[src/hdl/rgbls_pkg.sv]
// Shared types and constants for the RGB LED bit-plane scanner.
package rgbls_pkg;

    // Default strip length and fixed payload widths.
    localparam int LED_COUNT_DEFAULT = 6;
    localparam int KIND_W            = 3;
    localparam int POS_W             = 3;
    localparam int COLOR_W           = 3;
    localparam int ALL_COLORS_W      = 18;
    localparam int BYTE_W            = 8;
    localparam int LED_LINES_W       = 6;
    localparam int DWELL_W           = 8;

    // Configuration port.
    localparam int APB_ADDR_W = 2;
    localparam int APB_DATA_W = 32;
    localparam logic [DWELL_W-1:0] RED_DWELL_RESET = 8'd1;

    // One-hot color enable codes, with an all-zero off code.
    localparam logic [COLOR_W-1:0] COLOR_LINE_OFF   = 3'b000;
    localparam logic [COLOR_W-1:0] COLOR_LINE_RED   = 3'b001;
    localparam logic [COLOR_W-1:0] COLOR_LINE_GREEN = 3'b010;
    localparam logic [COLOR_W-1:0] COLOR_LINE_BLUE  = 3'b100;

    // Item operation codes.
    typedef enum logic [KIND_W-1:0] {
        KIND_SET       = 3'd0,
        KIND_TOGGLE    = 3'd1,
        KIND_LOAD_ALL  = 3'd2,
        KIND_SHOW_BYTE = 3'd3,
        KIND_CLEAR     = 3'd4,
        KIND_TICK      = 3'd5,
        KIND_READ      = 3'd6
    } kind_t;

    // Plane selected for the next frame tick.
    typedef enum logic [1:0] {
        SEL_RED   = 2'd0,
        SEL_GREEN = 2'd1,
        SEL_BLUE  = 2'd2
    } plane_sel_t;

    // Scan state carried between the core and the edit logic.
    typedef struct packed {
        plane_sel_t           sel;
        logic [DWELL_W-1:0]   dwell;
        logic [COLOR_W-1:0]   color_line;
    } scan_t;

endpackage

[src/hdl/rgbls_if.sv]
// Valid/ready channel interfaces for input items and result items.
interface rgbls_in_if;
    logic                               valid;
    logic                               ready;
    logic [rgbls_pkg::KIND_W-1:0]       kind;
    logic [rgbls_pkg::POS_W-1:0]        position;
    logic [rgbls_pkg::COLOR_W-1:0]      color;
    logic [rgbls_pkg::ALL_COLORS_W-1:0] all_colors;
    logic [rgbls_pkg::BYTE_W-1:0]       byte_value;

    modport source (output valid, kind, position, color, all_colors, byte_value,
                    input ready);
    modport sink (input valid, kind, position, color, all_colors, byte_value,
                  output ready);
endinterface

interface rgbls_out_if;
    logic                              valid;
    logic                              ready;
    logic [rgbls_pkg::COLOR_W-1:0]     color_at_position;
    logic [rgbls_pkg::LED_LINES_W-1:0] led_lines;
    logic [rgbls_pkg::COLOR_W-1:0]     color_lines;

    modport source (output valid, color_at_position, led_lines, color_lines,
                    input ready);
    modport sink (input valid, color_at_position, led_lines, color_lines,
                  output ready);
endinterface

[src/hdl/rgbls_plane_edit.sv]
// Combinational plane edit, frame scan step and readback for one item.
module rgbls_plane_edit #(
    parameter int LED_COUNT = rgbls_pkg::LED_COUNT_DEFAULT
) (
    input  logic [rgbls_pkg::KIND_W-1:0]       kind,
    input  logic [rgbls_pkg::POS_W-1:0]        position,
    input  logic [rgbls_pkg::COLOR_W-1:0]      color,
    input  logic [rgbls_pkg::ALL_COLORS_W-1:0] all_colors,
    input  logic [rgbls_pkg::BYTE_W-1:0]       byte_value,
    input  logic [rgbls_pkg::DWELL_W-1:0]      red_dwell_ticks,
    input  logic [LED_COUNT-1:0]               red_plane,
    input  logic [LED_COUNT-1:0]               green_plane,
    input  logic [LED_COUNT-1:0]               blue_plane,
    input  rgbls_pkg::scan_t                   scan,
    input  logic [LED_COUNT-1:0]               led_line,
    output logic [LED_COUNT-1:0]               red_next,
    output logic [LED_COUNT-1:0]               green_next,
    output logic [LED_COUNT-1:0]               blue_next,
    output rgbls_pkg::scan_t                   scan_next,
    output logic [LED_COUNT-1:0]               led_line_next,
    output logic [rgbls_pkg::COLOR_W-1:0]      color_result
);
    import rgbls_pkg::*;

    localparam int ALL_EXT_W = 3 * 8;

    kind_t                 kind_op;
    logic [LED_COUNT-1:0]  pos_mask;
    logic [COLOR_W-1:0]    cur_color;
    logic [COLOR_W-1:0]    put_color;
    logic [ALL_EXT_W-1:0]  all_ext;
    logic [DWELL_W-1:0]    dwell_inc;

    assign kind_op   = kind_t'(kind);
    assign all_ext   = ALL_EXT_W'(all_colors);
    assign dwell_inc = scan.dwell + DWELL_W'(1);

    // One-hot select of the addressed LED; an out-of-range position selects none.
    always_comb
    begin
        for (int i = 0; i < LED_COUNT; i++)
        begin
            pos_mask[i] = (position == POS_W'(i));
        end
    end

    // Present color of the addressed LED and the color a set or toggle writes.
    assign cur_color = {|(blue_plane & pos_mask), |(green_plane & pos_mask),
                        |(red_plane & pos_mask)};

    always_comb
    begin
        if (kind_op == KIND_TOGGLE && cur_color == color)
        begin
            put_color = '0;
        end
        else
        begin
            put_color = color;
        end
    end

    // Plane update for the edit operations.
    always_comb
    begin
        red_next   = red_plane;
        green_next = green_plane;
        blue_next  = blue_plane;
        case (kind_op)
            KIND_SET, KIND_TOGGLE:
            begin
                red_next   = put_color[0] ? (red_plane | pos_mask)
                                          : (red_plane & ~pos_mask);
                green_next = put_color[1] ? (green_plane | pos_mask)
                                          : (green_plane & ~pos_mask);
                blue_next  = put_color[2] ? (blue_plane | pos_mask)
                                          : (blue_plane & ~pos_mask);
            end
            KIND_LOAD_ALL:
            begin
                // LEDs whose bits lie above the 18-bit field read zeros.
                for (int i = 0; i < LED_COUNT; i++)
                begin
                    red_next[i]   = all_ext[3*i];
                    green_next[i] = all_ext[3*i+1];
                    blue_next[i]  = all_ext[3*i+2];
                end
            end
            KIND_SHOW_BYTE:
            begin
                // Byte bit k lands on LED LED_COUNT-1-k.
                for (int i = 0; i < LED_COUNT; i++)
                begin
                    red_next[LED_COUNT-1-i] = byte_value[i];
                end
                green_next = '0;
                blue_next  = '0;
            end
            KIND_CLEAR:
            begin
                red_next   = '0;
                green_next = '0;
                blue_next  = '0;
            end
            default:
            begin
            end
        endcase
    end

    // Frame tick: drive the selected plane and advance the scan.
    always_comb
    begin
        scan_next     = scan;
        led_line_next = led_line;
        if (kind_op == KIND_TICK)
        begin
            case (scan.sel)
                SEL_GREEN:
                begin
                    led_line_next        = green_plane;
                    scan_next.color_line = COLOR_LINE_GREEN;
                    scan_next.sel        = SEL_BLUE;
                end
                SEL_BLUE:
                begin
                    led_line_next        = blue_plane;
                    scan_next.color_line = COLOR_LINE_BLUE;
                    scan_next.sel        = SEL_RED;
                end
                default:
                begin
                    led_line_next        = red_plane;
                    scan_next.color_line = COLOR_LINE_RED;
                    if (dwell_inc == red_dwell_ticks)
                    begin
                        scan_next.dwell = '0;
                        scan_next.sel   = SEL_GREEN;
                    end
                    else
                    begin
                        scan_next.dwell = dwell_inc;
                    end
                end
            endcase
        end
    end

    // Readback of the addressed LED after the update.
    assign color_result = {|(blue_next & pos_mask), |(green_next & pos_mask),
                           |(red_next & pos_mask)};

endmodule

[src/hdl/rgb_led_bitplane_scanner_core.sv]
// Top level of the RGB LED bit-plane scanner with its APB register port.
// The result of an item is registered and presented in the cycle after it is accepted.
// Throughput: one item per cycle; a single output register decouples the two
// channels, so a new item is taken whenever that register is empty or drained.
// Reset: planes, scan state and lines clear, red is selected, red_dwell_ticks
// returns to 1, and no result is pending.
module rgb_led_bitplane_scanner_core #(
    parameter int LED_COUNT = rgbls_pkg::LED_COUNT_DEFAULT
) (
    input  logic                             clk,
    input  logic                             rst_n,
    rgbls_in_if.sink                         in_ch,
    rgbls_out_if.source                      out_ch,
    input  logic                             psel,
    input  logic                             penable,
    input  logic                             pwrite,
    input  logic [rgbls_pkg::APB_ADDR_W-1:0] paddr,
    input  logic [rgbls_pkg::APB_DATA_W-1:0] pwdata,
    output logic [rgbls_pkg::APB_DATA_W-1:0] prdata,
    output logic                             pready
);
    import rgbls_pkg::*;

    logic [DWELL_W-1:0]   red_dwell_reg;
    logic [LED_COUNT-1:0] red_plane_reg;
    logic [LED_COUNT-1:0] green_plane_reg;
    logic [LED_COUNT-1:0] blue_plane_reg;
    logic [LED_COUNT-1:0] led_line_reg;
    scan_t                scan_reg;
    logic                 out_valid_reg;
    logic [COLOR_W-1:0]   color_result_reg;

    logic [LED_COUNT-1:0] red_next;
    logic [LED_COUNT-1:0] green_next;
    logic [LED_COUNT-1:0] blue_next;
    logic [LED_COUNT-1:0] led_line_next;
    scan_t                scan_next;
    logic [COLOR_W-1:0]   color_result_next;
    logic                 accept;
    logic                 cfg_write;

    // Register port: a single register, so every address decodes to it.
    assign pready    = 1'b1;
    assign cfg_write = psel && penable && pwrite;
    assign prdata    = APB_DATA_W'(red_dwell_reg);

    always_ff @(posedge clk or negedge rst_n)
    begin
        if (!rst_n)
        begin
            red_dwell_reg <= RED_DWELL_RESET;
        end
        else if (cfg_write)
        begin
            red_dwell_reg <= pwdata[DWELL_W-1:0];
        end
    end

    // Take a new item whenever the result register is free or being drained.
    assign in_ch.ready = !out_valid_reg || out_ch.ready;
    assign accept      = in_ch.valid && in_ch.ready;

    rgbls_plane_edit #(
        .LED_COUNT (LED_COUNT)
    ) u_edit (
        .kind            (in_ch.kind),
        .position        (in_ch.position),
        .color           (in_ch.color),
        .all_colors      (in_ch.all_colors),
        .byte_value      (in_ch.byte_value),
        .red_dwell_ticks (red_dwell_reg),
        .red_plane       (red_plane_reg),
        .green_plane     (green_plane_reg),
        .blue_plane      (blue_plane_reg),
        .scan            (scan_reg),
        .led_line        (led_line_reg),
        .red_next        (red_next),
        .green_next      (green_next),
        .blue_next       (blue_next),
        .scan_next       (scan_next),
        .led_line_next   (led_line_next),
        .color_result    (color_result_next)
    );

    // Planes, scan state and drive lines advance on each accepted item.
    always_ff @(posedge clk or negedge rst_n)
    begin
        if (!rst_n)
        begin
            red_plane_reg   <= '0;
            green_plane_reg <= '0;
            blue_plane_reg  <= '0;
            led_line_reg    <= '0;
            scan_reg        <= '{sel: SEL_RED, dwell: '0, color_line: COLOR_LINE_OFF};
        end
        else if (accept)
        begin
            red_plane_reg   <= red_next;
            green_plane_reg <= green_next;
            blue_plane_reg  <= blue_next;
            led_line_reg    <= led_line_next;
            scan_reg        <= scan_next;
        end
    end

    // Result register valid flag.
    always_ff @(posedge clk or negedge rst_n)
    begin
        if (!rst_n)
        begin
            out_valid_reg <= 1'b0;
        end
        else if (accept)
        begin
            out_valid_reg <= 1'b1;
        end
        else if (out_ch.ready)
        begin
            out_valid_reg <= 1'b0;
        end
    end

    // Result payload; led and color lines come straight from the scan registers.
    always_ff @(posedge clk)
    begin
        if (accept)
        begin
            color_result_reg <= color_result_next;
        end
    end

    assign out_ch.valid             = out_valid_reg;
    assign out_ch.color_at_position = color_result_reg;
    assign out_ch.led_lines         = LED_LINES_W'(led_line_reg);
    assign out_ch.color_lines       = scan_reg.color_line;

endmodule

[src/flat_wrapper.sv]
// flat-port wrapper written by rule: the top's interface ports become plain ports
module rgb_led_bitplane_scanner_core_flat import rgbls_pkg::*;
#(
    parameter int LED_COUNT = rgbls_pkg::LED_COUNT_DEFAULT
)
  (clk, rst_n, psel, penable, pwrite, paddr, pwdata, prdata, pready, in_ch_valid, in_ch_kind, in_ch_position, in_ch_color, in_ch_all_colors, in_ch_byte_value, in_ch_ready, out_ch_valid, out_ch_color_at_position, out_ch_led_lines, out_ch_color_lines, out_ch_ready);
  rgbls_in_if in_ch_i ();
  rgbls_out_if out_ch_i ();
  input  logic clk;
  input  logic rst_n;
  input  logic psel;
  input  logic penable;
  input  logic pwrite;
  input  logic [rgbls_pkg::APB_ADDR_W-1:0] paddr;
  input  logic [rgbls_pkg::APB_DATA_W-1:0] pwdata;
  output logic [rgbls_pkg::APB_DATA_W-1:0] prdata;
  output logic pready;
  input wire logic [$bits(in_ch_i.valid)-1:0] in_ch_valid;
  input wire logic [$bits(in_ch_i.kind)-1:0] in_ch_kind;
  input wire logic [$bits(in_ch_i.position)-1:0] in_ch_position;
  input wire logic [$bits(in_ch_i.color)-1:0] in_ch_color;
  input wire logic [$bits(in_ch_i.all_colors)-1:0] in_ch_all_colors;
  input wire logic [$bits(in_ch_i.byte_value)-1:0] in_ch_byte_value;
  output wire logic [$bits(in_ch_i.ready)-1:0] in_ch_ready;
  output wire logic [$bits(out_ch_i.valid)-1:0] out_ch_valid;
  output wire logic [$bits(out_ch_i.color_at_position)-1:0] out_ch_color_at_position;
  output wire logic [$bits(out_ch_i.led_lines)-1:0] out_ch_led_lines;
  output wire logic [$bits(out_ch_i.color_lines)-1:0] out_ch_color_lines;
  input wire logic [$bits(out_ch_i.ready)-1:0] out_ch_ready;
  assign in_ch_i.valid = in_ch_valid;
  assign in_ch_i.kind = in_ch_kind;
  assign in_ch_i.position = in_ch_position;
  assign in_ch_i.color = in_ch_color;
  assign in_ch_i.all_colors = in_ch_all_colors;
  assign in_ch_i.byte_value = in_ch_byte_value;
  assign in_ch_ready = in_ch_i.ready;
  assign out_ch_valid = out_ch_i.valid;
  assign out_ch_color_at_position = out_ch_i.color_at_position;
  assign out_ch_led_lines = out_ch_i.led_lines;
  assign out_ch_color_lines = out_ch_i.color_lines;
  assign out_ch_i.ready = out_ch_ready;
  rgb_led_bitplane_scanner_core #(.LED_COUNT(LED_COUNT)) u_core (.clk(clk), .rst_n(rst_n), .in_ch(in_ch_i), .out_ch(out_ch_i), .psel(psel), .penable(penable), .pwrite(pwrite), .paddr(paddr), .pwdata(pwdata), .prdata(prdata), .pready(pready));
endmodule
[config.mk]
export PLATFORM = sky130hd
export DESIGN_NAME = rgb_led_bitplane_scanner_core_flat
export DESIGN_NICKNAME = d
export VERILOG_FILES = /design/src/hdl/rgbls_pkg.sv /design/src/hdl/rgbls_if.sv /design/src/hdl/rgbls_plane_edit.sv /design/src/hdl/rgb_led_bitplane_scanner_core.sv /design/src/flat_wrapper.sv
export SDC_FILE = /design/constraint.sdc
export NUM_CORES = 1
export LEC_CHECK = 0
export BUFFER_PORTS_ARGS = -buffer_cell sky130_fd_sc_hd__buf_2
export CAP_MARGIN = 5
export CORE_MARGIN = 2
export CORE_UTILIZATION = 53
export CTS_BUF_LIST = sky130_fd_sc_hd__clkbuf_16
export CTS_CLUSTER_DIAMETER = 60
export DETAILED_ROUTE_END_ITERATION = 10
export HOLD_SLACK_MARGIN = 0.06
export PLACE_DENSITY = 0.82
export SLEW_MARGIN = 10
export SYNTH_ARGS = -nofsm -noshare
export SYNTH_HDL_FRONTEND = slang
export SYNTH_HIERARCHICAL = 1
export SYNTH_SLANG_ARGS = --single-unit
export TNS_END_PERCENT = 50
[constraint.sdc]
create_clock -name clk -period 3.2 [get_ports clk]
set_input_delay 0.64 -clock clk [delete_from_list [all_inputs] [get_ports clk]]
set_output_delay 0.64 -clock clk [all_outputs]
set_load 0.02 [all_outputs]
==> results of run 1 <==
[path summary, 6_finish.rpt]
check,from,end,slack [ns],cells after the start
setup / recovery,u_core/scan_reg[3],u_core/scan_reg[3],0.24,8
hold / removal,rst_n,u_core/out_ch.led_lines[3],0.52,1
setup reg to reg,u_core/scan_reg[3],u_core/scan_reg[3],0.24,8
hold reg to reg,u_core/out_ch.color_lines[2],u_core/out_ch.color_lines[2],0.53,1
max in group asynchronous,rst_n,u_core/red_dwell_reg[1],2.05,1
min in group clk,u_core/out_ch.color_lines[2],u_core/out_ch.color_lines[2],0.53,1
[logic make-up after synthesis]
group	share of synthesized area, %
muxes	16.87
DFF	30.45
adders and majority gates	1.227
and+or+nand+nor	13.31
buffers and inverters	9.322
xor gates and xnor gates	3.005
other	0.1841
AOI/OAI and AO/OA	25.64
[through the flow]
stage	area [µm²]	instances	setup WS, ns	power, W	util, %
floorplan	4167	482	0.5468	0.001632	-
global placement	4375	606	0.2929	0.001829	59.37
detailed placement	4375	606	0.2929	0.001865	59.37
CTS	4566	614	0.2506	0.002548	61.95
global route	4566	614	0.09761	0.002691	61.95
finish	4566	614	0.2434	0.002541	61.95
[layer usage]
layer	part of all wire, %	GRT usage, %	routed length (µm)
met5	0	0	0
met1	42	32.10	4350
met2	48	43.01	5056
met3	7.0	2.712	728
met4	3.2	10.95	338
[area by class of cell]
type	instances	area, µm²
Clock buffer	5	125.1
Clock inverter	3	65.06
Fill cell	636	2804
Inverter	8	30.03
Multi-Input combinational cell	369	2544
Sequential cell	49	1242
Tap cell	99	123.9
Timing Repair Buffer	81	435.4
[report_power, final]
group | switching [W] | internal (W) | leakage [nW]
Combinational | 0.000493 | 0.000428 | 1.36
Sequential | 0.000188 | 0.000761 | 0.620
Clock | 0.000225 | 0.000446 | 0.0938
Total | 0.000906 | 0.00163 | 2.08
[worst register-to-register path, stage by stage (launching register included)]
cell and delay (ns):
dfrtp_1 0.45, ha_1 0.28, nand3_2 0.16, or3_1 0.40, a2111o_1 0.45, nor4_4 0.40, nor2_2 0.14, mux2_2 0.29
mux2_2 0.27
[Yosys cell counts (all sizes together), types with 3 or more instances]
cell type	n
a31oi	11
xor2	6
nor3	9
nor2b	6
inv	8
nor2	27
dfrtp	45
o22ai	3
edfxtp	3
nand2b	4
buf	38
o21ai	65
a32oi	4
ha	4
mux2	49
xnor2	8
a22o	16
a22oi	18
clkbuf	18
nand2	38
a21oi	23
and2	4
o31ai	3
a21o	4
nand3	10
[layout by cell type, fill, tap and decap left out, types with 11 or more instances in the layout]
master,n
o21ai_0,65
buf_4,12
a21oi_1,23
mux2_4,19
nand2_1,37
a22oi_1,18
mux2_2,30
nor2_1,26
a31oi_1,11
conb_1,25
dfrtp_1,45
a22o_1,16
buf_2,69
==> metrics.cfg, run 1 <==
[outcome]
status=finished clean

[global_routing]
grt.overflow.total=0
antenna_found_initial=0
grt_pass1_vias=3433
track_usage_pct=25.11
grt_max_degree=47
grt_pass1_wl_mm=16.97

[synth]
netlist_area_um2=4080
netlist_instances=459
ys_warn_count=6
ys_seq_area_share_pct=30.45
synth_seq_cells=49
synth_area_leaders=dfrtp_1 (28%), mux2_2 (8.3%), o21ai_0 (8.0%), mux2_4 (7.0%), buf_4 (5.2%)
synth_edf_count=3
synth_ff_type=dfrtp_1
avgSynthCellArea_um2=8.889
ys_async_sr_fraction_pct=93.88
synth_area_leader_cell=dfrtp_1
netlist-cell-type-count=60
synthDominantCellAreaShare_pct=27.60

[critical_path]
critPathTopFamily=simple AND/OR/NAND/NOR gates
worstPathMaxFanout=7
crit_slowest_cell=dfrtp_1
worstPathRequired_ns=3.37
critPathKind=reg -> reg
crit_path_start_kind=flop
worstSetupEndpointType=flop
crit_top_cell=mux2_2
crit_buf_inv=0
critPathMaxStageDelay_ns=0.45
path_cells=ha_1, nand3_2, or3_1, a2111o_1, nor4_4, nor2_2, mux2_2, mux2_2
cp.arrival_ns=3.13

[run]
drv_cap=0

[timing]
hold_viol=0
max_slew_margin_pct=32.07
period_needed_ns=2.957
rsz0062_at_grt=false
max_clock_freq_mhz=338.2
drv_slew=0
holdWs_ns=0.5196
finalSetupViolations=0
timing.final.crit_share_pct=92.39
fin_worst_skew_ns=0.003946
tns_ns=0
max_slew.worst_pin.slew_ns=1.019

[placement]
gp_congestion=1.015
dp_hpwl_mm=7.576
portBuffers=69

[floorplan]
fp.dieH_um=91.74
coreArea_um2=7370
die-area_um2=8416
row_count=31
io_pins=123
start_util_pct=55.37
die_x_um=91.74

[route]
first_iter_violations=207
ant_nets=0
drt_wl_total_mm=10.47
via_count=3716
drtPass1Iterations=5
routedWlPerCell_um=17.06
drc_errors=0
avgViaCountPerCell=6.052

[layout]
drive_gt1_share_pct=29.32
nets=594
area_growth_syn_to_layout_pct=11.90
largest_reg_flops=10
num_antenna_cells=0

[clocking]
hold_buffers=0
cts_setup_buffers=0
clkTransAtPathRegs_ns=0.06
clkSinkCount=49
clock_path_buffers=2
clock_tree.root_cell=clkbuf_16
cts.repair.resized=0
numCtsBuffers=5
worstSkewPairLatency_ns=0.29
cts_tree=yes
h-tree-depth=2

[power_and_ir_drop]
ir_worst_vdd_mv=0.2441
leakagePower_nw=2.077
powerDensity_nw_per_um2=556.5

[hold_path]
hold_path.class=in -> async

Note: power is estimated with default switching activity, not from simulation.
==> run 2, diff against run 1 <==
- CORE_UTILIZATION: 53 -> 51
- PLACE_DENSITY: 0.82 -> 0.81
- SYNTH_HIERARCHICAL: 1 -> unset
==> run 2 against run 1 <==
Synthesized area shrank 10%. Count of clock-buffer cells in the layout grew 1. Setup slack gained 0.32 ns. Cell count shrank 4.7%. Synthesized cell count shrank 7.2%. Clock power shrank 14%. Non-clock buffer count is the same. Global-route usage grew 2.1 points. First-iteration DRC count grew 65%.
==> metrics.cfg, run 2 <==
[clocking]
h-tree-depth=2  ; unchanged
clock_path_buffers=2  ; unchanged
numCtsBuffers=5  ; unchanged
hold_buffers=0  ; unchanged
clock_tree.root_cell=clkbuf_16  ; unchanged
cts.repair.resized=0  ; unchanged
clkSinkCount=49  ; unchanged
cts_tree=yes  ; unchanged
cts_setup_buffers=0  ; unchanged
clkTransAtPathRegs_ns=0.06  ; about the same
worstSkewPairLatency_ns=0.29  ; about the same

[timing]
drv_slew=0  ; unchanged
setup_slack_ns=0.5614  ; was 0.2434 ns
finalSetupViolations=0  ; unchanged
max_slew.worst_pin.slew_ns=1.053  ; was 1.019 ns
tns_ns=0  ; unchanged
rsz0062_at_grt=false  ; unchanged
hold_viol=0  ; unchanged
fin_worst_skew_ns=0.006590  ; was 0.003946 ns
max_slew_margin_pct=29.79  ; was 32.07%
max_clock_freq_mhz=379.0  ; was 338.2 MHz
holdWs_ns=0.4714  ; was 0.5196 ns
timing.final.crit_share_pct=82.46  ; was 92.39%
period_needed_ns=2.639  ; was 2.957 ns

[synth]
synthTopCellsByCount=o21ai_0 (48), nand2_1 (46), dfrtp_1 (45), buf_4 (28), a21oi_1 (24)  ; was o21ai_0 (65), dfrtp_1 (45), nand2_1 (37), mux2_2 (30), buf_4 (28)
synth_edf_count=3  ; unchanged
synth_seq_cells=49  ; unchanged
avgSynthCellArea_um2=8.600  ; was 8.889 µm²
netlist-cell-type-count=56  ; was 60
netlist_area_um2=3664  ; was 4080 µm²
netlist_instances=426  ; was 459
synthDominantCellAreaShare_pct=30.74  ; was 27.60%
ys_seq_area_share_pct=33.91  ; was 30.45%
synth_ff_type=dfrtp_1  ; unchanged
synth_area_leaders=dfrtp_1 (31%), o21ai_0 (6.6%), buf_4 (5.7%), mux2_2 (5.5%), nand2_1 (4.7%)  ; was dfrtp_1 (28%), mux2_2 (8.3%), o21ai_0 (8.0%), mux2_4 (7.0%), buf_4 (5.2%)
synth_most_common_cell=o21ai_0  ; unchanged
ys_async_sr_fraction_pct=93.88  ; unchanged
synth_area_leader_cell=dfrtp_1  ; unchanged
ys_warn_count=0  ; was 6

[route]
first_iter_violations=341  ; was 207
ant_nets=0  ; unchanged
via_count=3612  ; was 3,716
avgViaCountPerCell=6.174  ; was 6.052
drt_wl_total_mm=10.48  ; was 10.47 mm
drtPass1Iterations=5  ; unchanged
routedWlPerCell_um=17.91  ; was 17.06 µm
drc_errors=0  ; unchanged

[global_routing]
grt_max_degree=47  ; unchanged
grt_pass1_wl_mm=16.60  ; was 16.97 mm
grt.overflow.total=0  ; unchanged
track_usage_pct=27.26  ; was 25.11%
grt_pass1_vias=3301  ; was 3,433
antenna_found_initial=0  ; unchanged

[critical_path]
r2r_end=u_core.scan_reg[3]  ; was u_core/scan_reg[3]
crit_path_start_kind=primary input  ; was flop
cp.arrival_ns=2.79  ; was 3.13 ns
r2r_slack_ns=0.81  ; was 0.24 ns
cp-endpoint=u_core.blue_plane_reg[4]  ; was u_core/scan_reg[3]
timing.rr.start=u_core.scan_reg[3]  ; was u_core/scan_reg[3]
r2r_cells=7  ; was 8
worstSetupEndpointType=flop  ; unchanged
worstPathRequired_ns=3.35  ; was 3.37 ns
critPathKind=in -> reg  ; was reg -> reg
worstPathMaxFanout=18  ; was 7
setup.worst_path.start=in_ch_position[1]  ; was u_core/scan_reg[3]

[layout]
final_cell_mix=buf_2 (69), o21ai_0 (48), nand2_1 (46), dfrtp_1 (45), conb_1 (25)  ; was buf_2 (69), o21ai_0 (65), dfrtp_1 (45), nand2_1 (37), mux2_2 (30)
instances_no_fill=585  ; was 614
num_antenna_cells=0  ; unchanged
largest_reg_flops=10  ; unchanged
nets=569  ; was 594
layout_commonest_cell=buf_2  ; unchanged
fillerInstances=638  ; was 636
drive_gt1_share_pct=24.54  ; was 29.32%
area_growth_syn_to_layout_pct=13.52  ; was 11.90%

[floorplan]
die-area_um2=7877  ; was 8416 µm²
io_pins=123  ; unchanged
fp.dieH_um=88.76  ; was 91.74 µm
die_x_um=88.76  ; was 91.74 µm
coreArea_um2=6869  ; was 7370 µm²
row_count=30  ; was 31
start_util_pct=53.33  ; was 55.37%

[power_and_ir_drop]
powerDensity_nw_per_um2=492.7  ; was 556.5 nW/µm²
leakagePower_nw=1.837  ; was 2.077 nW
ir_worst_vdd_mv=0.2455  ; was 0.2441 mV
total_power_w=0.002049  ; was 0.002541 W

[placement]
placed_cells=577  ; was 606
dp_hpwl_mm=7.818  ; was 7.576 mm
gp_congestion=0.9906  ; was 1.015
place_ws_ns=0.3266  ; was 0.2929 ns
portBuffers=69  ; unchanged

[outcome]
status=finished clean  ; unchanged

[hold_path]
hold_path.class=reg -> reg  ; was in -> async

[run]
drv_cap=0  ; unchanged

run 2: worst min path at each step:
stage	from	to	slack, ns	depth (start not counted)
finish	u_core.out_ch.led_lines[5]	u_core.out_ch.led_lines[5]	0.47	2
global route	u_core.out_ch.color_lines[1]	u_core.out_ch.color_lines[1]	0.50	2
CTS	u_core.out_ch.color_lines[1]	u_core.out_ch.color_lines[1]	0.48	2
detailed placement	u_core.out_ch.color_lines[1]	u_core.out_ch.color_lines[1]	0.46	2
global placement	u_core.out_ch.color_lines[1]	u_core.out_ch.color_lines[1]	0.45	2
floorplan	rst_n	u_core.blue_plane_reg[0]	0.34	0
run 2: kinds of logic after synthesis:
logic type | synth area share, %
compound gates | 26.47
xor+xnor | 4.064
fa+ha+maj | 1.708
buf+inv | 9.289
flops | 33.91
mux | 8.401
other cells | 0.2050
simple gates | 15.95
run 2: metal layers:
metal / global-route usage, % / part of all wire, % / vias to the layer above
li1: - / - / 1653
met1: 37.16 / 41 / 1727
met2: 43.15 / 47 / 206
met3: 5.224 / 9.0 / 26
met4: 9.917 / 2.9 / 0
met5: 0 / 0 / -
run 2: where the power goes:
group	leakage (nW)	switching (W)	internal, W	total, W
clock network	0.0824	0.000237	0.000339	0.000576
logic	1.14	0.000378	0.000253	0.000631
registers	0.611	0.000113	0.000729	0.000842
run 2: layout make-up:
cell class | count | area, µm² | share of cell area, %
repair buffers | 81 | 435.4 | 10.47
multi-input cells | 343 | 2167 | 52.11
clock inverters | 2 | 13.76 | 0.3309
inverters | 8 | 30.03 | 0.7220
flip-flops and latches | 49 | 1242 | 29.87
well taps | 96 | 120.1 | 2.888
clock buffers | 6 | 150.1 | 3.610
run 2: worst max-delay path, cell delays in order:
cell,delay [ns]
buf_2,0.33
mux2_4,0.33
a222oi_1,0.37
buf_4,0.22
mux2_4,0.37
o31ai_2,0.38
o21ai_0,0.15
run 2: per-stage QoR:
stage	util (%)	cell area, µm²
final	60.55	4159
after global routing	60.55	4159
after CTS	60.55	4159
after detailed placement	58.16	3995
after global placement	58.16	3995
after floorplan	-	3750
==> run 3, diff against run 2 <==
- clock period: 3.2 -> 2.64 ns (I/O delays scaled with it)
==> run 3 against run 2 <==
Non-clock buffer count is 28 higher. Clock skew rose by 0.0010 ns. Sequential share of layout area decreased by 1.3 points. Count of clock-buffer cells in the layout down 1. Die area is the same. Critical path depth is the same. Clock power rose by 16%. Combinational power increased by 32%. Via count up 2.9%. First-iteration DRC count up 0.59%. Critical endpoint unchanged. Highest routed layer unchanged.
==> metrics.cfg, run 3 (same netlist as run 2, synthesis figures left out) <==
[outcome]
status=finished clean  ; unchanged

[route]
drc_errors=0  ; unchanged
first_iter_violations=343  ; was 341
drtPass1Iterations=5  ; unchanged
drt_wl_total_mm=10.99  ; was 10.48 mm
ant_nets=0  ; unchanged
routedWlPerCell_um=17.93  ; was 17.91 µm
avgViaCountPerCell=6.062  ; was 6.174
via_count=3716  ; was 3,612

[clocking]
h-tree-depth=2  ; unchanged
clock_tree.root_cell=clkbuf_16  ; unchanged
cts.repair.resized=0  ; unchanged
clkSinkCount=49  ; unchanged
cts_setup_buffers=0  ; unchanged
hold_buffers=0  ; unchanged
worstSkewPairLatency_ns=0.29  ; about the same
clkTransAtPathRegs_ns=0.07  ; was 0.06 ns
numCtsBuffers=5  ; unchanged
cts_tree=yes  ; unchanged
clock_path_buffers=2  ; unchanged

[layout]
fillerInstances=604  ; was 638
layout_commonest_cell=buf_2  ; unchanged
final_cell_mix=buf_2 (69), o21ai_0 (48), nand2_1 (46), dfrtp_1 (45), buf_4 (40)  ; was buf_2 (69), o21ai_0 (48), nand2_1 (46), dfrtp_1 (45), conb_1 (25)
drive_gt1_share_pct=28.63  ; was 24.54%
num_antenna_cells=0  ; unchanged
largest_reg_flops=10  ; unchanged
area_growth_syn_to_layout_pct=18.89  ; was 13.52%
fin_util_pct=63.41  ; was 60.55%
final_area_um2=4355  ; was 4159 µm²
nets=597  ; was 569

[placement]
gp_congestion=1.038  ; was 0.9906
dp_hpwl_mm=8.597  ; was 7.818 mm
portBuffers=69  ; unchanged
placed_cell_area_um2=4205  ; was 3995 µm²

[timing]
max_slew_margin_pct=48.83  ; was 29.79%
max_slew.worst_pin.slew_ns=0.7675  ; was 1.053 ns
finalSetupViolations=0  ; unchanged
timing.final.crit_share_pct=91.75
hold_viol=0  ; unchanged
max_clock_freq_mhz=412.9
period_needed_ns=2.422
rsz0062_at_grt=false  ; unchanged
drv_slew=0  ; unchanged
fin_worst_skew_ns=0.007632  ; was 0.006590 ns

[critical_path]
worstPathMaxFanout=8  ; was 18
critPathMaxStageDelay_ns=0.46  ; was 0.38 ns
path_cells=buf_2, mux2_2, a222oi_1, buf_4, mux2_4, o31ai_2, o21ai_0  ; was buf_2, mux2_4, a222oi_1, buf_4, mux2_4, o31ai_2, o21ai_0
crit_path_start_kind=primary input  ; unchanged
critPathKind=in -> reg  ; unchanged
cp.arrival_ns=2.58  ; was 2.79 ns
worstSetupEndpointType=flop  ; unchanged
worstPathRequired_ns=2.80  ; was 3.35 ns
crit_slowest_cell=o31ai_2  ; unchanged

[power_and_ir_drop]
leakagePower_nw=1.960  ; was 1.837 nW
ir_worst_vdd_mv=0.3313  ; was 0.2455 mV
powerDensity_nw_per_um2=576.9  ; was 492.7 nW/µm²

[hold_path]
hold_path.class=in -> async  ; was reg -> reg

[global_routing]
grt.overflow.total=0  ; unchanged
grt_pass1_wl_mm=17.35  ; was 16.60 mm
antenna_found_initial=0  ; unchanged
track_usage_pct=28.61  ; was 27.26%
grt_pass1_vias=3500  ; was 3,301
grt_max_degree=34  ; was 47

[run]
drv_cap=0  ; unchanged

[floorplan]
io_pins=123  ; unchanged
die_x_um=88.76  ; unchanged
fp.dieH_um=88.76  ; unchanged
start_util_pct=53.33  ; unchanged
row_count=30  ; unchanged
coreArea_um2=6869  ; unchanged
die-area_um2=7877  ; unchanged

[run 3: changes by cell type in the layout (fill, tap and decap cells not counted), sizes merged]
cell	before	now
buf	81	109
inv	8	9
clkbuf	6	5
clkinvlp	0	1
clkinv	2	1
[run 3: metrics by stage]
step	power, W	cells	worst slack (ns)	hold WS [ns]	setup TNS, ns
2_1_floorplan	0.001551	449	0.009062	0.2324	0
3_3_place_gp	0.001813	605	0.07653	0.4555	0
3_5_place_dp	0.001839	605	-0.002576	0.4596	-0.002576
4_1_cts	0.002498	613	0.2822	0.3363	0
5_1_grt	0.002641	613	0.02612	0.3647	0
6_report	0.002513	613	0.2178	0.3111	0
[run 3: cell type report]
type	count	area, µm²	share of cell area, %
Multi-Input combinational cell	343	2167	49.76
Sequential cell	49	1242	28.53
Timing Repair Buffer	109	645.6	14.82
Clock buffer	5	125.1	2.873
Tap cell	96	120.1	2.758
Inverter	8	30.03	0.6895
Clock inverter	3	25.02	0.5745
[run 3: power breakdown]
group	switching, W	internal (W)
Sequential	0.000126	0.000883
Combinational	0.000488	0.000346
Clock	0.000310	0.000359
[run 3: path summary, 6_finish.rpt]
kind                                                      to  cells after the start                          from  slack [ns]
worst max-delay path                u_core.blue_plane_reg[4]                      7             in_ch_position[0]        0.22
worst min-delay path               u_core.green_plane_reg[0]                      1                         rst_n        0.31
worst max register to register      u_core.blue_plane_reg[4]                      6     u_core.green_plane_reg[3]        0.24
worst min register to register  u_core.out_ch.color_lines[2]                      2  u_core.out_ch.color_lines[2]        0.47
max in group asynchronous            u_core.red_dwell_reg[0]                      2                         rst_n        1.64
min in group clk                         u_core.out_ch.valid                      2                   in_ch_valid        0.45
[run 3: layer usage]
metal  global-route usage [%]  routed length [µm]  vias to the layer above
li1                         -                   -                     1712
met4                    10.47                 324                        0
met1                    38.54                4509                     1750
met3                    4.384                 999                       30
met5                        0                   0                        -
met2                    46.54                5157                      224
[run 3: worst max-delay path, delay by kind of cell]
family	cells	cell delay, ns
buffers and inverters	2	0.39
multiplexers	2	0.74
AO/OA/AOI/OAI	3	0.92
